`config.mk`:
```
export PLATFORM = sky130hd
export DESIGN_NAME = length_prefixed_frame_deframer
export DESIGN_NICKNAME = d
export VERILOG_FILES = /design/src/rtl/lpfd_pkg.sv /design/src/rtl/lpfd_ctrl.sv /design/src/rtl/lpfd_queue.sv /design/src/rtl/lpfd_ser.sv /design/src/rtl/length_prefixed_frame_deframer.sv
export SDC_FILE = /design/constraint.sdc
export NUM_CORES = 1
export LEC_CHECK = 0
export ABC_AREA = 1
export BUFFER_PORTS_ARGS = -buffer_cell sky130_fd_sc_hd__clkbuf_2
export CAP_MARGIN = 25
export CORE_ASPECT_RATIO = 0.8
export CORE_UTILIZATION = 46
export DETAILED_ROUTE_END_ITERATION = 12
export GPL_TIMING_DRIVEN = 0
export PLACE_DENSITY = 0.75
export SETUP_SLACK_MARGIN = 0.05
export SYNTH_ARGS = -nofsm -noshare
export SYNTH_HDL_FRONTEND = slang
export SYNTH_SLANG_ARGS = --single-unit
```
`constraint.sdc`:
```
create_clock -name clk -period 5.1 [get_ports clk]
set_input_delay 0.51 -clock clk [delete_from_list [all_inputs] [get_ports clk]]
set_output_delay 0.51 -clock clk [all_outputs]
set_load 0.01 [all_outputs]
```
`src/rtl/lpfd_pkg.sv`:
```
// ----------------------------------------------------------------------------
// lpfd_pkg
// Shared types, constants and the error frame table of the deframer.
// ----------------------------------------------------------------------------
package lpfd_pkg;

	localparam int ERR_LEN = 7;
	localparam int MIN_HEADER = 2;
	localparam logic [15:0] MAX_FRAME_RESET = 16'd1024;

	typedef enum logic [3:0] {
		PH_HIGH = 4'b0001,
		PH_LOW  = 4'b0010,
		PH_PASS = 4'b0100,
		PH_DROP = 4'b1000
	} phase_t;

	typedef enum logic [1:0] {
		K_SINGLE = 2'd0,
		K_PAIR   = 2'd1,
		K_ERROR  = 2'd2
	} kind_t;

	typedef struct packed {
		kind_t       kind;
		logic [7:0]  b0;
		logic [7:0]  b1;
		logic [15:0] pos;
		logic        last;
	} desc_t;

	typedef struct packed {
		logic empty;
		logic full;
	} qstat_t;

	function automatic logic [7:0] err_byte(input logic [2:0] idx);
		logic [7:0] r;
		case (idx)
			3'd0: r = 8'h00;
			3'd1: r = 8'h00;
			3'd2: r = 8'h45;
			3'd3: r = 8'h52;
			3'd4: r = 8'h52;
			3'd5: r = 8'h4F;
			3'd6: r = 8'h52;
			default: r = 8'h00;
		endcase
		return r;
	endfunction

endpackage

```
`src/rtl/lpfd_ctrl.sv`:
```
// ----------------------------------------------------------------------------
// lpfd_ctrl
// Frame state and limit register; turns requests that produce output into result descriptors.
// ----------------------------------------------------------------------------
module lpfd_ctrl (
	input  logic             clk,
	input  logic             arst_n,
	input  logic             cfg_wr,
	input  logic [15:0]      cfg_data,
	input  logic             accept,
	input  logic             command,
	input  logic [7:0]       data_byte,
	output logic             push,
	output lpfd_pkg::desc_t  push_desc
);

	lpfd_pkg::phase_t phase_q, phase_d;
	logic [7:0]  header_high_q, header_high_d;
	logic [15:0] frame_length_q, frame_length_d;
	logic [15:0] byte_count_q, byte_count_d;
	logic [15:0] max_frame_bytes_q;
	logic [15:0] cnt_inc;
	logic [15:0] len_new;

	always_ff @(posedge clk or negedge arst_n) begin
		if (!arst_n) begin
			max_frame_bytes_q <= lpfd_pkg::MAX_FRAME_RESET;
		end else if (cfg_wr) begin
			max_frame_bytes_q <= cfg_data;
		end
	end

	assign cnt_inc = byte_count_q + 16'd1;
	assign len_new = {header_high_q, data_byte};

	always_comb begin
		phase_d = phase_q;
		header_high_d = header_high_q;
		frame_length_d = frame_length_q;
		byte_count_d = byte_count_q;
		push = 1'b0;
		push_desc.kind = lpfd_pkg::K_SINGLE;
		push_desc.b0 = data_byte;
		push_desc.b1 = data_byte;
		push_desc.pos = byte_count_q;
		push_desc.last = 1'b0;
		if (accept) begin
			if (command) begin
				phase_d = lpfd_pkg::PH_HIGH;
				header_high_d = 8'd0;
				frame_length_d = 16'd0;
				byte_count_d = 16'd0;
			end else if (max_frame_bytes_q >= 16'(lpfd_pkg::ERR_LEN)) begin
				case (phase_q)
					lpfd_pkg::PH_HIGH: begin
						header_high_d = data_byte;
						byte_count_d = 16'd1;
						phase_d = lpfd_pkg::PH_LOW;
					end
					lpfd_pkg::PH_LOW: begin
						frame_length_d = len_new;
						byte_count_d = 16'(lpfd_pkg::MIN_HEADER);
						push_desc.kind = lpfd_pkg::K_PAIR;
						push_desc.b0 = header_high_q;
						if (len_new > max_frame_bytes_q) begin
							phase_d = lpfd_pkg::PH_DROP;
						end else if (len_new <= 16'(lpfd_pkg::MIN_HEADER)) begin
							push = 1'b1;
							push_desc.last = 1'b1;
							phase_d = lpfd_pkg::PH_HIGH;
							header_high_d = 8'd0;
							frame_length_d = 16'd0;
							byte_count_d = 16'd0;
						end else begin
							push = 1'b1;
							phase_d = lpfd_pkg::PH_PASS;
						end
					end
					lpfd_pkg::PH_PASS: begin
						push = 1'b1;
						byte_count_d = cnt_inc;
						if (cnt_inc >= frame_length_q) begin
							push_desc.last = 1'b1;
							phase_d = lpfd_pkg::PH_HIGH;
							header_high_d = 8'd0;
							frame_length_d = 16'd0;
							byte_count_d = 16'd0;
						end
					end
					lpfd_pkg::PH_DROP: begin
						byte_count_d = cnt_inc;
						if (cnt_inc >= frame_length_q) begin
							push = 1'b1;
							push_desc.kind = lpfd_pkg::K_ERROR;
							phase_d = lpfd_pkg::PH_HIGH;
							header_high_d = 8'd0;
							frame_length_d = 16'd0;
							byte_count_d = 16'd0;
						end
					end
					default: begin
						phase_d = lpfd_pkg::PH_HIGH;
					end
				endcase
			end
		end
	end

	always_ff @(posedge clk or negedge arst_n) begin
		if (!arst_n) begin
			phase_q <= lpfd_pkg::PH_HIGH;
			header_high_q <= 8'd0;
			frame_length_q <= 16'd0;
			byte_count_q <= 16'd0;
		end else begin
			phase_q <= phase_d;
			header_high_q <= header_high_d;
			frame_length_q <= frame_length_d;
			byte_count_q <= byte_count_d;
		end
	end

endmodule

```
`src/rtl/lpfd_queue.sv`:
```
// ----------------------------------------------------------------------------
// lpfd_queue
// Two-entry descriptor queue between frame control and output serializer.
// ----------------------------------------------------------------------------
module lpfd_queue (
	input  logic             clk,
	input  logic             arst_n,
	input  logic             push,
	input  lpfd_pkg::desc_t  push_desc,
	input  logic             pop,
	output lpfd_pkg::desc_t  head,
	output lpfd_pkg::qstat_t st
);

	lpfd_pkg::desc_t entry_q [2];
	logic       wr_ptr_q;
	logic       rd_ptr_q;
	logic [1:0] count_q;

	always_ff @(posedge clk) begin
		if (push) begin
			entry_q[wr_ptr_q] <= push_desc;
		end
	end

	always_ff @(posedge clk or negedge arst_n) begin
		if (!arst_n) begin
			wr_ptr_q <= 1'b0;
			rd_ptr_q <= 1'b0;
			count_q <= 2'd0;
		end else begin
			if (push) begin
				wr_ptr_q <= ~wr_ptr_q;
			end
			if (pop) begin
				rd_ptr_q <= ~rd_ptr_q;
			end
			case ({push, pop})
				2'b10: count_q <= count_q + 2'd1;
				2'b01: count_q <= count_q - 2'd1;
				default: count_q <= count_q;
			endcase
		end
	end

	assign head = entry_q[rd_ptr_q];
	assign st.empty = (count_q == 2'd0);
	assign st.full = (count_q == 2'd2);

endmodule

```
`src/rtl/lpfd_ser.sv`:
```
// ----------------------------------------------------------------------------
// lpfd_ser
// Expands queued descriptors into result bytes held in the output register.
// ----------------------------------------------------------------------------
module lpfd_ser (
	input  logic             clk,
	input  logic             arst_n,
	input  lpfd_pkg::desc_t  head,
	input  lpfd_pkg::qstat_t st,
	input  logic             out_stall,
	output logic             pop,
	output logic             out_valid,
	output logic [7:0]       out_byte,
	output logic [15:0]      frame_pos,
	output logic             last,
	output logic             error_frame
);

	logic [2:0]  idx_q;
	logic [2:0]  last_idx;
	logic        load;
	logic        out_valid_q;
	logic [7:0]  byte_nx;
	logic [15:0] pos_nx;
	logic        last_nx;
	logic        err_nx;
	logic [7:0]  out_byte_q;
	logic [15:0] frame_pos_q;
	logic        last_q;
	logic        error_frame_q;

	assign load = !st.empty && (!out_valid_q || !out_stall);

	always_comb begin
		last_idx = 3'd0;
		byte_nx = head.b0;
		pos_nx = head.pos;
		last_nx = head.last;
		err_nx = 1'b0;
		case (head.kind)
			lpfd_pkg::K_SINGLE: begin
				last_idx = 3'd0;
			end
			lpfd_pkg::K_PAIR: begin
				last_idx = 3'd1;
				byte_nx = (idx_q == 3'd0) ? head.b0 : head.b1;
				pos_nx = {13'd0, idx_q};
				last_nx = (idx_q == 3'd0) ? 1'b0 : head.last;
			end
			lpfd_pkg::K_ERROR: begin
				last_idx = 3'(lpfd_pkg::ERR_LEN - 1);
				byte_nx = lpfd_pkg::err_byte(idx_q);
				pos_nx = {13'd0, idx_q};
				last_nx = (idx_q == 3'(lpfd_pkg::ERR_LEN - 1));
				err_nx = 1'b1;
			end
			default: begin
				last_idx = 3'd0;
			end
		endcase
	end

	assign pop = load && (idx_q == last_idx);

	always_ff @(posedge clk or negedge arst_n) begin
		if (!arst_n) begin
			idx_q <= 3'd0;
			out_valid_q <= 1'b0;
		end else begin
			if (load) begin
				idx_q <= pop ? 3'd0 : idx_q + 3'd1;
				out_valid_q <= 1'b1;
			end else if (!out_stall) begin
				out_valid_q <= 1'b0;
			end
		end
	end

	always_ff @(posedge clk) begin
		if (load) begin
			out_byte_q <= byte_nx;
			frame_pos_q <= pos_nx;
			last_q <= last_nx;
			error_frame_q <= err_nx;
		end
	end

	assign out_valid = out_valid_q;
	assign out_byte = out_byte_q;
	assign frame_pos = frame_pos_q;
	assign last = last_q;
	assign error_frame = error_frame_q;

endmodule

```
`src/rtl/length_prefixed_frame_deframer.sv`:
```
// ----------------------------------------------------------------------------
// length_prefixed_frame_deframer
// Length-prefixed byte stream deframer with oversize error frame substitution.
// ----------------------------------------------------------------------------
// channel  dir  handshake           payload
// in       in   in_valid/in_stall   command, data_byte
// out      out  out_valid/out_stall out_byte, frame_pos, last, error_frame
// cfg      in   cfg_valid/cfg_ready cfg_data (max_frame_bytes)
//
// one request per cycle is taken while in_stall is low; results leave the
// output register one per cycle while out_stall is low, so a second header
// byte yields two result bytes and a discarded frame's end seven. a two-entry
// descriptor queue sits between frame control and serializer; in_stall is
// high while it is full. reset clears the frame state, empties the queue and
// sets the limit to 1024. cfg_ready is always high.
// ----------------------------------------------------------------------------
module length_prefixed_frame_deframer (
	input  logic        clk,
	input  logic        arst_n,
	input  logic        in_valid,
	output logic        in_stall,
	input  logic        command,
	input  logic [7:0]  data_byte,
	output logic        out_valid,
	input  logic        out_stall,
	output logic [7:0]  out_byte,
	output logic [15:0] frame_pos,
	output logic        last,
	output logic        error_frame,
	input  logic        cfg_valid,
	output logic        cfg_ready,
	input  logic [15:0] cfg_data
);

	logic             accept;
	logic             push;
	logic             pop;
	lpfd_pkg::desc_t  push_desc;
	lpfd_pkg::desc_t  head;
	lpfd_pkg::qstat_t q_st;

	assign cfg_ready = 1'b1;
	assign in_stall = q_st.full;
	assign accept = in_valid && !in_stall;

	lpfd_ctrl u_ctrl (
		.clk       (clk),
		.arst_n    (arst_n),
		.cfg_wr    (cfg_valid && cfg_ready),
		.cfg_data  (cfg_data),
		.accept    (accept),
		.command   (command),
		.data_byte (data_byte),
		.push      (push),
		.push_desc (push_desc)
	);

	lpfd_queue u_queue (
		.clk       (clk),
		.arst_n    (arst_n),
		.push      (push),
		.push_desc (push_desc),
		.pop       (pop),
		.head      (head),
		.st        (q_st)
	);

	lpfd_ser u_ser (
		.clk         (clk),
		.arst_n      (arst_n),
		.head        (head),
		.st          (q_st),
		.out_stall   (out_stall),
		.pop         (pop),
		.out_valid   (out_valid),
		.out_byte    (out_byte),
		.frame_pos   (frame_pos),
		.last        (last),
		.error_frame (error_frame)
	);

	a_no_push_full: assert property (@(posedge clk) disable iff (!arst_n)
		push |-> !q_st.full)
		else $error("descriptor written into a full queue");

	a_no_pop_empty: assert property (@(posedge clk) disable iff (!arst_n)
		pop |-> !q_st.empty)
		else $error("descriptor taken from an empty queue");

	a_err_last_pos: assert property (@(posedge clk) disable iff (!arst_n)
		out_valid && error_frame && last |-> frame_pos == 16'(lpfd_pkg::ERR_LEN - 1))
		else $error("error frame ends at a wrong offset");

endmodule

```
==> out/results.txt, run 1 <==
Gr usage total: 20.4%
Core region area: 16,800 um2
Main combinational cell family by area after synthesis: simple AND/OR/NAND/NOR gates
Post-Syn Area per Cell: 9.90 um2
Fill cells: 1,413
Number of buffers added by the clock tree synthesis step: 17
Area added between synthesis and finish: 16.5%
GPL Wtd Cong: 0.867
Fin Setup TNS: 0 ns
Via count normalized by instance count: 5.18
Fraction of final layout cells sized beyond drive strength 1: 15.2%
Setup repair after global routing missed its margin: no
Required time worst endpoint: 5.42 ns
Achievable clock frequency: 244 MHz
Vias in the first global route: 5,405
Largest area contributor in the synthesized netlist: edfxtp_1
Number of synthesis warnings: 0
Top-area cell type share of the netlist area: 36.0%
Most used flip-flop cell after synthesis: edfxtp_1
Worst slew slack as a fraction of its limit: 46.0%
Starting density of the core: 47.7%
Initial antenna violation count: 0
Cell variety after synth: 48
Post-synthesis adder-cell area fraction: 6.41%
Detailed-placement wirelength estimate: 12,100 um
H-tree Lvls: 4
Worst vdd ir: 234 uV
Number of cell instances on the worst register-to-register path: 19
Synth async-reset ratio: 41.5%
Power share of the sequential group: 38.9%
Power density over the cells: 517 nW/um2
Number of flip-flops and latches in the synthesized netlist: 164
Violation count after the first detailed-route iteration: 413
Global-route wire length before repair: 27,900 um
Pin count of the biggest net entering global routing: 64
Number of input and output port buffers inserted: 57
Measured slew at the worst slew-check pin: 0.809 ns
Worst min-delay path category: primary input to flop
Max Fanout on Critical Path: 7
Cell area after synthesis: 8000 um2
Number of sinks handled by clock tree synthesis: 164
Synthesized net count: 879
Max Clock Skew: 0.0115 ns
Post-layout worst setup margin: 1.01 ns
Final Max Slew Viols: 0
Total area of multi-input combinational cells: 2900 um2
Crit path time final: 4.09 ns
Final hold violation count: 0
Switching power summed over all nets: 1.73 mW
DIE HEIGHT: 120 um
DIE WIDTH: 149 um
Max cap viols: 0
Crit path DAT: 4.41 ns
Die ar.: 17,900 um2
Post-route ant nets: 0
Io pins: 59
Post-synthesis compound-gate area fraction: 9.84%
Register area: 4590 um2
Most frequent cells in the layout: nand2_1 (160), inv_1 (104), edfxtp_1 (96)
Cells resized by post-CTS repair: 0
Detailed-router iteration count before antenna repair: 4
Clock transition at the registers of the reported paths: 0.07 ns
Leakage power: 4.17 nW
Portion of the post-synthesis area used by sequential elements: 57.3%
Gate count of the mapped netlist: 808
Synthesized-area fraction occupied by and/or/nand/nor cells: 17.7%
Wire length per cell: 14.9 um
Number of placement rows: 42
Startpoint class of the critical path: flop
Result of the run: completed
Combinational group share of total power: 32.8%
CTS Root Cell: clkbuf_16
# DRC: 0
Antenna fix cells: 0
Nets: 960
TritonCTS clock tree: built
Inst Count DP: 1,088
Clock network latency to the later pin of the worst-skew pair: 0.44 ns
Number of synthesized flops with an enable pin: 96
Cell types occupying the most area after synthesis: edfxtp_1 (36%), dfrtp_1 (21%), nand2_1 (7.5%), ha_1 (6.4%), inv_1 (4.9%)
Leading cell type in the layout, fill and taps excluded: nand2_1
Number of cells on the worst hold path: 3
Clock network power share: 28.3%
Area of all placed cells without fillers: 9320 um2
Number of buffers on the longest clock path: 2
Area share of xor/xnor cells in the synthesized design: 1.64%
Remaining global-route overflow: 0
Post-synthesis mux area share: 0.516%
Fin crit share: 80.2%
Internal power consumption: 3.09 mW
Class of the most critical setup path: flop to flop
Post-Layout Cell Count: 1,122
Switching power as a share of total power: 35.9%
Final WL: 16,700 um
Cell Area, Placed: 8650 um2
Total number of vias: 5,814
Worst setup timing slack at the placement stage: 1.12 ns
# setup viols final: 0
Crit path capture type: flop
Fin util: 55.6%
per-layer routing:
layer	global-route usage [%]	up-vias	wire, um
li1	-	2877	-
met1	29.6	2736	8100
met2	30.4	179	7530
met3	4.14	22	864
met4	6.89	0	248
met5	0	-	0
worst paths after layout:
path,start,end,slack (ns)
worst max register to register,u_ctrl.byte_count_q[0]$_DFFE_PN0P_,u_queue.count_q[1]$_DFFE_PN0P_,1.01
worst min-delay path,cfg_data[10],u_ctrl.max_frame_bytes_q[10]$_DFFE_PN1P_,0.27
min in group asynchronous,arst_n,u_queue.count_q[1]$_DFFE_PN0P_,0.45
max in group asynchronous,arst_n,u_ctrl.max_frame_bytes_q[10]$_DFFE_PN1P_,4.06
worst max-delay path,u_ctrl.byte_count_q[0]$_DFFE_PN0P_,u_queue.count_q[1]$_DFFE_PN0P_,1.01
worst min register to register,u_ser.out_valid$_DFFE_PN0P_,u_ser.out_valid$_DFFE_PN0P_,0.49
through the flow:
stage	hold WS [ns]	total power, mW
after CTS	0.272	4.79
after global placement	0.455	3.37
after global routing	0.283	5.11
after floorplan	0.214	2.95
after detailed placement	0.365	3.43
final	0.275	4.82
sequential cells by signal (all words and copies together) (netlist names), 2 cells and up:
register                  count
u_ctrl.byte_count_q          16
u_ctrl.frame_length_q        16
u_queue.entry_q              70
u_ctrl.phase_q                4
u_ser.frame_pos              16
u_ctrl.max_frame_bytes_q     16
u_ser.out_byte                8
u_ser.idx_q                   3
u_queue.count_q               2
u_ctrl.header_high_q          8
synth_stat cells, types with 2 or more instances:
master      n
inv_2       5
buf_1       2
a31oi_1     2
nor2_1     71
o21ai_1    17
nand2_1   160
xnor2_1     2
nor4_1      4
nor3_1      7
o31ai_1     3
mux2i_1     3
nor2_4      2
o21bai_1    2
clkbuf_1   11
buf_4       2
o22ai_1     5
edfxtp_1   96
or2_2       3
buf_6       3
dfstp_2     2
nand3_1    44
nand4_1     9
nor2_8      3
xor2_1     13
o211ai_1    2
o21ai_0    65
a21oi_1    28
nand2_2     3
o21a_1      2
o22ai_2     8
dfrtp_1    66
ha_1       41
inv_1     104
nor2_2      4
power by group through the flow:
stage	Clock, mW	Combinational (mW)	Sequential [mW]
floorplan	0	1.03	1.92
global placement	0	1.48	1.89
detailed placement	0	1.53	1.90
CTS	1.37	1.55	1.87
global route	1.43	1.79	1.90
finish	1.36	1.58	1.87
critical path: stages (launching register included):
cell and delay (ns):
dfrtp_1 0.50, ha_1 0.24, nand2_1 0.08, inv_1 0.08, nand2_1 0.12, nor3_1 0.29, nor3b_1 0.28, xor2_1 0.32
ha_1 0.29, nand2_1 0.09, o21ai_0 0.10, a21oi_1 0.22, nand2_1 0.17, a21oi_1 0.17, nand2_1 0.11, nand2_1 0.23
ha_1 0.31, a21oi_1 0.12, o21ai_0 0.11, xor2_1 0.15
logic make-up (layout without fill, tap and decap cells):
family | after synthesis | in the layout
and+or+nand+nor | 316 | 316
DFF | 164 | 164
AOI/OAI and AO/OA | 137 | 137
buffers and inverters | 130 | 224
adders and majority gates | 41 | 41
xor gates and xnor gates | 15 | 15
muxes | 4 | 4
other | 1 | 1
what timing repair did:
item                                    in CTS  in global routing
endpoints found under the setup margin       0                  0
endpoints found under the hold margin        5                  0
buffers inserted                             0                  0
hold buffers                                 1                  0
layout make-up:
| class | instances | share of cell area [%] |
|---|---|---|
| clock buffer | 18 | 4.71 |
| timing repair buffer | 62 | 4.37 |
| clock inverter | 14 | 2.08 |
| inverter | 111 | 4.50 |
| sequential | 164 | 49.2 |
| tap | 220 | 2.95 |
| buffer | 19 | 1.10 |
| multi-input combinational | 514 | 31.1 |
(Power assumes the default switching activity.)
==> run 2, diff against run 1 <==
- clock period: 5.1 -> 3.8 ns (I/O delays scaled with it)
==> out/results.txt, run 2 (synthesized netlist as in run 1, its figures left out) <==
Via count normalized by instance count: 5.17 (-0.28%)
Detailed-placement wirelength estimate: 12,200 um (+0.73%)
Final Max Slew Viols: 0 (unchanged)
Required time worst endpoint: 3.93 ns (-1.49 ns)
Max Clock Skew: 0.00844 ns (-0.00307 ns)
Internal power consumption: 3.97 mW (+29%)
Number of cell instances on the worst register-to-register path: 23 (+4)
Starting density of the core: 47.7% (unchanged)
Final hold violation count: 0 (unchanged)
Area added between synthesis and finish: 17.3%
Io pins: 59 (unchanged)
Clock network power share: 25.5% (-2.8 points)
Fin crit share: 92.9% (+13 points)
Max cap viols: 0 (unchanged)
Area of all placed cells without fillers: 9390 um2 (+0.67%)
Largest register FFs: 70 (unchanged)
Remaining global-route overflow: 0 (unchanged)
Setup repair after global routing missed its margin: no
Power density over the cells: 669 nW/um2 (+29%)
Power share of the sequential group: 40.1% (+1.2 points)
Internal reg-to-reg setup slack: 0.27 ns (-0.74 ns)
Crit path DAT: 3.66 ns (-0.75 ns)
DIE HEIGHT: 120 um (unchanged)
Result of the run: completed
Number of placement rows: 42 (unchanged)
Detailed-router iteration count before antenna repair: 5 (+1)
Clock network latency to the later pin of the worst-skew pair: 0.44 ns (about the same)
Leakage power: 4.20 nW (+0.74%)
# setup viols final: 0 (unchanged)
H-tree Lvls: 4 (unchanged)
Antenna fix cells: 0 (unchanged)
Nets: 968 (+0.83%)
Most numerous cell on the critical path: nand2_1
Most frequent cells in the layout: nand2_1 (158), inv_1 (103), edfxtp_1 (96)
CTS Root Cell: clkbuf_16
Post-Layout Cell Count: 1,130 (+0.71%)
Number of buffers added by the clock tree synthesis step: 17 (unchanged)
Max Fanout on Critical Path: 31 (+24)
Core region area: 16,800 um2 (unchanged)
Post-layout worst setup margin: 0.271 ns (-0.737 ns)
Total Power: 6.28 mW (+30%)
GPL Wtd Cong: 0.879 (+1.3%)
Global-route wire length before repair: 28,200 um (+1.2%)
Total number of vias: 5,839 (+0.43%)
Vias in the first global route: 5,528 (+2.3%)
Cell Area, Placed: 8650 um2 (about the same)
Wire length per cell: 15.2 um (+2.0%)
DIE WIDTH: 149 um (unchanged)
Gr usage total: 20.8% (+0.33 points)
Stage delay of the slowest cell on the critical path: 0.45 ns (-0.05 ns)
TritonCTS clock tree: built
Number of buffers on the longest clock path: 2 (unchanged)
Switching power summed over all nets: 2.31 mW (+33%)
Worst slew slack as a fraction of its limit: 64.9% (+19 points)
Crit path time final: 3.53 ns (-0.563 ns)
Worst path cell trace: ha_1, nand2_1, inv_1, nand2_2, inv_1, nand3_1, xor2_2, inv_1, ha_1, nand2_1, inv_1, nand2_1, nor2_1, nor2_1, nand2_1, nand2_1, nand2_1, a21oi_1, nand2_1, nand2_2, buf_4, nor2_4, buf_12
Fraction of final layout cells sized beyond drive strength 1: 17.7% (+2.5 points)
Worst vdd ir: 349 uV (+49%)
Leading cell type in the layout, fill and taps excluded: nand2_1
Number of input and output port buffers inserted: 57 (unchanged)
First element of the critical path: u_ctrl.byte_count_q[0]$_DFFE_PN0P_
Worst min-delay path category: primary input to flop
Critical Path Slowest Stage Cell: dfrtp_2
Measured slew at the worst slew-check pin: 0.527 ns (-0.282 ns)
Register ranked first by flip-flop count: u_queue.entry_q
Pin count of the biggest net entering global routing: 64 (unchanged)
Die ar.: 17,900 um2 (unchanged)
End of the worst register-to-register path: u_queue.entry_q[1][5]$_DFFE_PP_
Achievable clock frequency: 283 MHz (+16%)
Initial antenna violation count: 0 (unchanged)
# DRC: 0 (unchanged)
Clock transition at the registers of the reported paths: 0.06 ns (about the same)
Number of sinks handled by clock tree synthesis: 164 (unchanged)
Startpoint of the worst register-to-register path: u_ctrl.byte_count_q[0]$_DFFE_PN0P_
Violation count after the first detailed-route iteration: 431 (+4.4%)
Worst setup timing slack at the placement stage: -0.176 ns (-1.30 ns)
Final WL: 17,200 um (+2.7%)
Combinational group share of total power: 34.4% (+1.6 points)
Switching power as a share of total power: 36.8% (+0.83 points)
Startpoint class of the critical path: flop
Last element of the critical path: u_queue.entry_q[1][5]$_DFFE_PP_
Fill cells: 1,412 (-0.071%)
Inst Count DP: 1,088 (unchanged)
Class of the most critical setup path: flop to flop
Crit path capture type: flop
Post-route ant nets: 0 (unchanged)
## run 2: cell count changes in the layout (fill, tap and decap cells not counted), sizes merged
cell and delta:
buf +8, bufinv -3, clkbuf +2, clkinv +1, clkinvlp +1, inv -1
## run 2: worst min path at each step
stage / from / end / slack [ns] / depth (start not counted)
finish: cfg_data[14] / u_ctrl.max_frame_bytes_q[14]$_DFFE_PN0P_ / 0.15 / 3
global route: cfg_data[12] / u_ctrl.max_frame_bytes_q[12]$_DFFE_PN0P_ / 0.17 / 3
floorplan: arst_n / u_ctrl.byte_count_q[0]$_DFFE_PN0P_ / 0.08 / 0
detailed placement: arst_n / u_ser.out_valid$_DFFE_PN0P_ / 0.24 / 1
global placement: u_queue.wr_ptr_q$_DFFE_PN0P_ / u_queue.wr_ptr_q$_DFFE_PN0P_ / 0.46 / 2
CTS: cfg_data[14] / u_ctrl.max_frame_bytes_q[14]$_DFFE_PN0P_ / 0.14 / 3
## run 2: layer usage
layer | GRT usage (%) | routed length [um] | part of all wire, %
met3 | 4.71 | 1010 | 5.8
met1 | 29.1 | 8150 | 47
met4 | 7.33 | 266 | 1.5
met2 | 31.5 | 7780 | 45
met5 | 0 | 0 | 0
## run 2: final cells by class
cell class / instances / area, um2 / share of cell area (%)
Clock buffer: 20 / 457 / 4.87
Inverter: 111 / 423 / 4.51
Tap cell: 220 / 275 / 2.93
Sequential cell: 164 / 4590 / 48.9
Timing Repair Buffer: 70 / 473 / 5.04
Clock inverter: 12 / 96.3 / 1.03
Multi-Input combinational cell: 514 / 2970 / 31.6
Buffer: 19 / 103 / 1.09
## run 2: worst max-delay path: cells and delay by family (launching register included)
family          cells  cell delay [ns]
simple gates       13             1.29
buf+inv             6             0.67
fa+ha+maj           2             0.49
flops               1             0.45
xor+xnor            1             0.19
compound gates      1             0.09
## run 2: per-stage QoR
stage	util (%)	TNS (ns)	hold slack, ns
6_report	56.0	0	0.147
2_1_floorplan	-	0	0.0844
5_1_grt	56.0	0	0.168
4_1_cts	55.2	0	0.144
3_3_place_gp	51.1	-41.34	0.456
3_5_place_dp	51.6	-3.51	0.238
## run 2: power groups by stage
stage | Sequential (mW) | Clock, mW | Combinational, mW
after floorplan | 2.58 | 0 | 1.38
after global placement | 2.54 | 0 | 1.99
after detailed placement | 2.55 | 0 | 2.06
after CTS | 2.52 | 1.62 | 2.09
after global routing | 2.55 | 1.70 | 2.44
final | 2.51 | 1.60 | 2.16
## run 2: what timing repair did
item | in CTS | in global routing
pin swaps | 1 | 3
setup endpoints to repair | 36 | 68
setup buffers | 2 | 6
hold buffers | 1 | 0
gates resized for setup | 4 | 17
hold endpoints to repair | 5 | 0
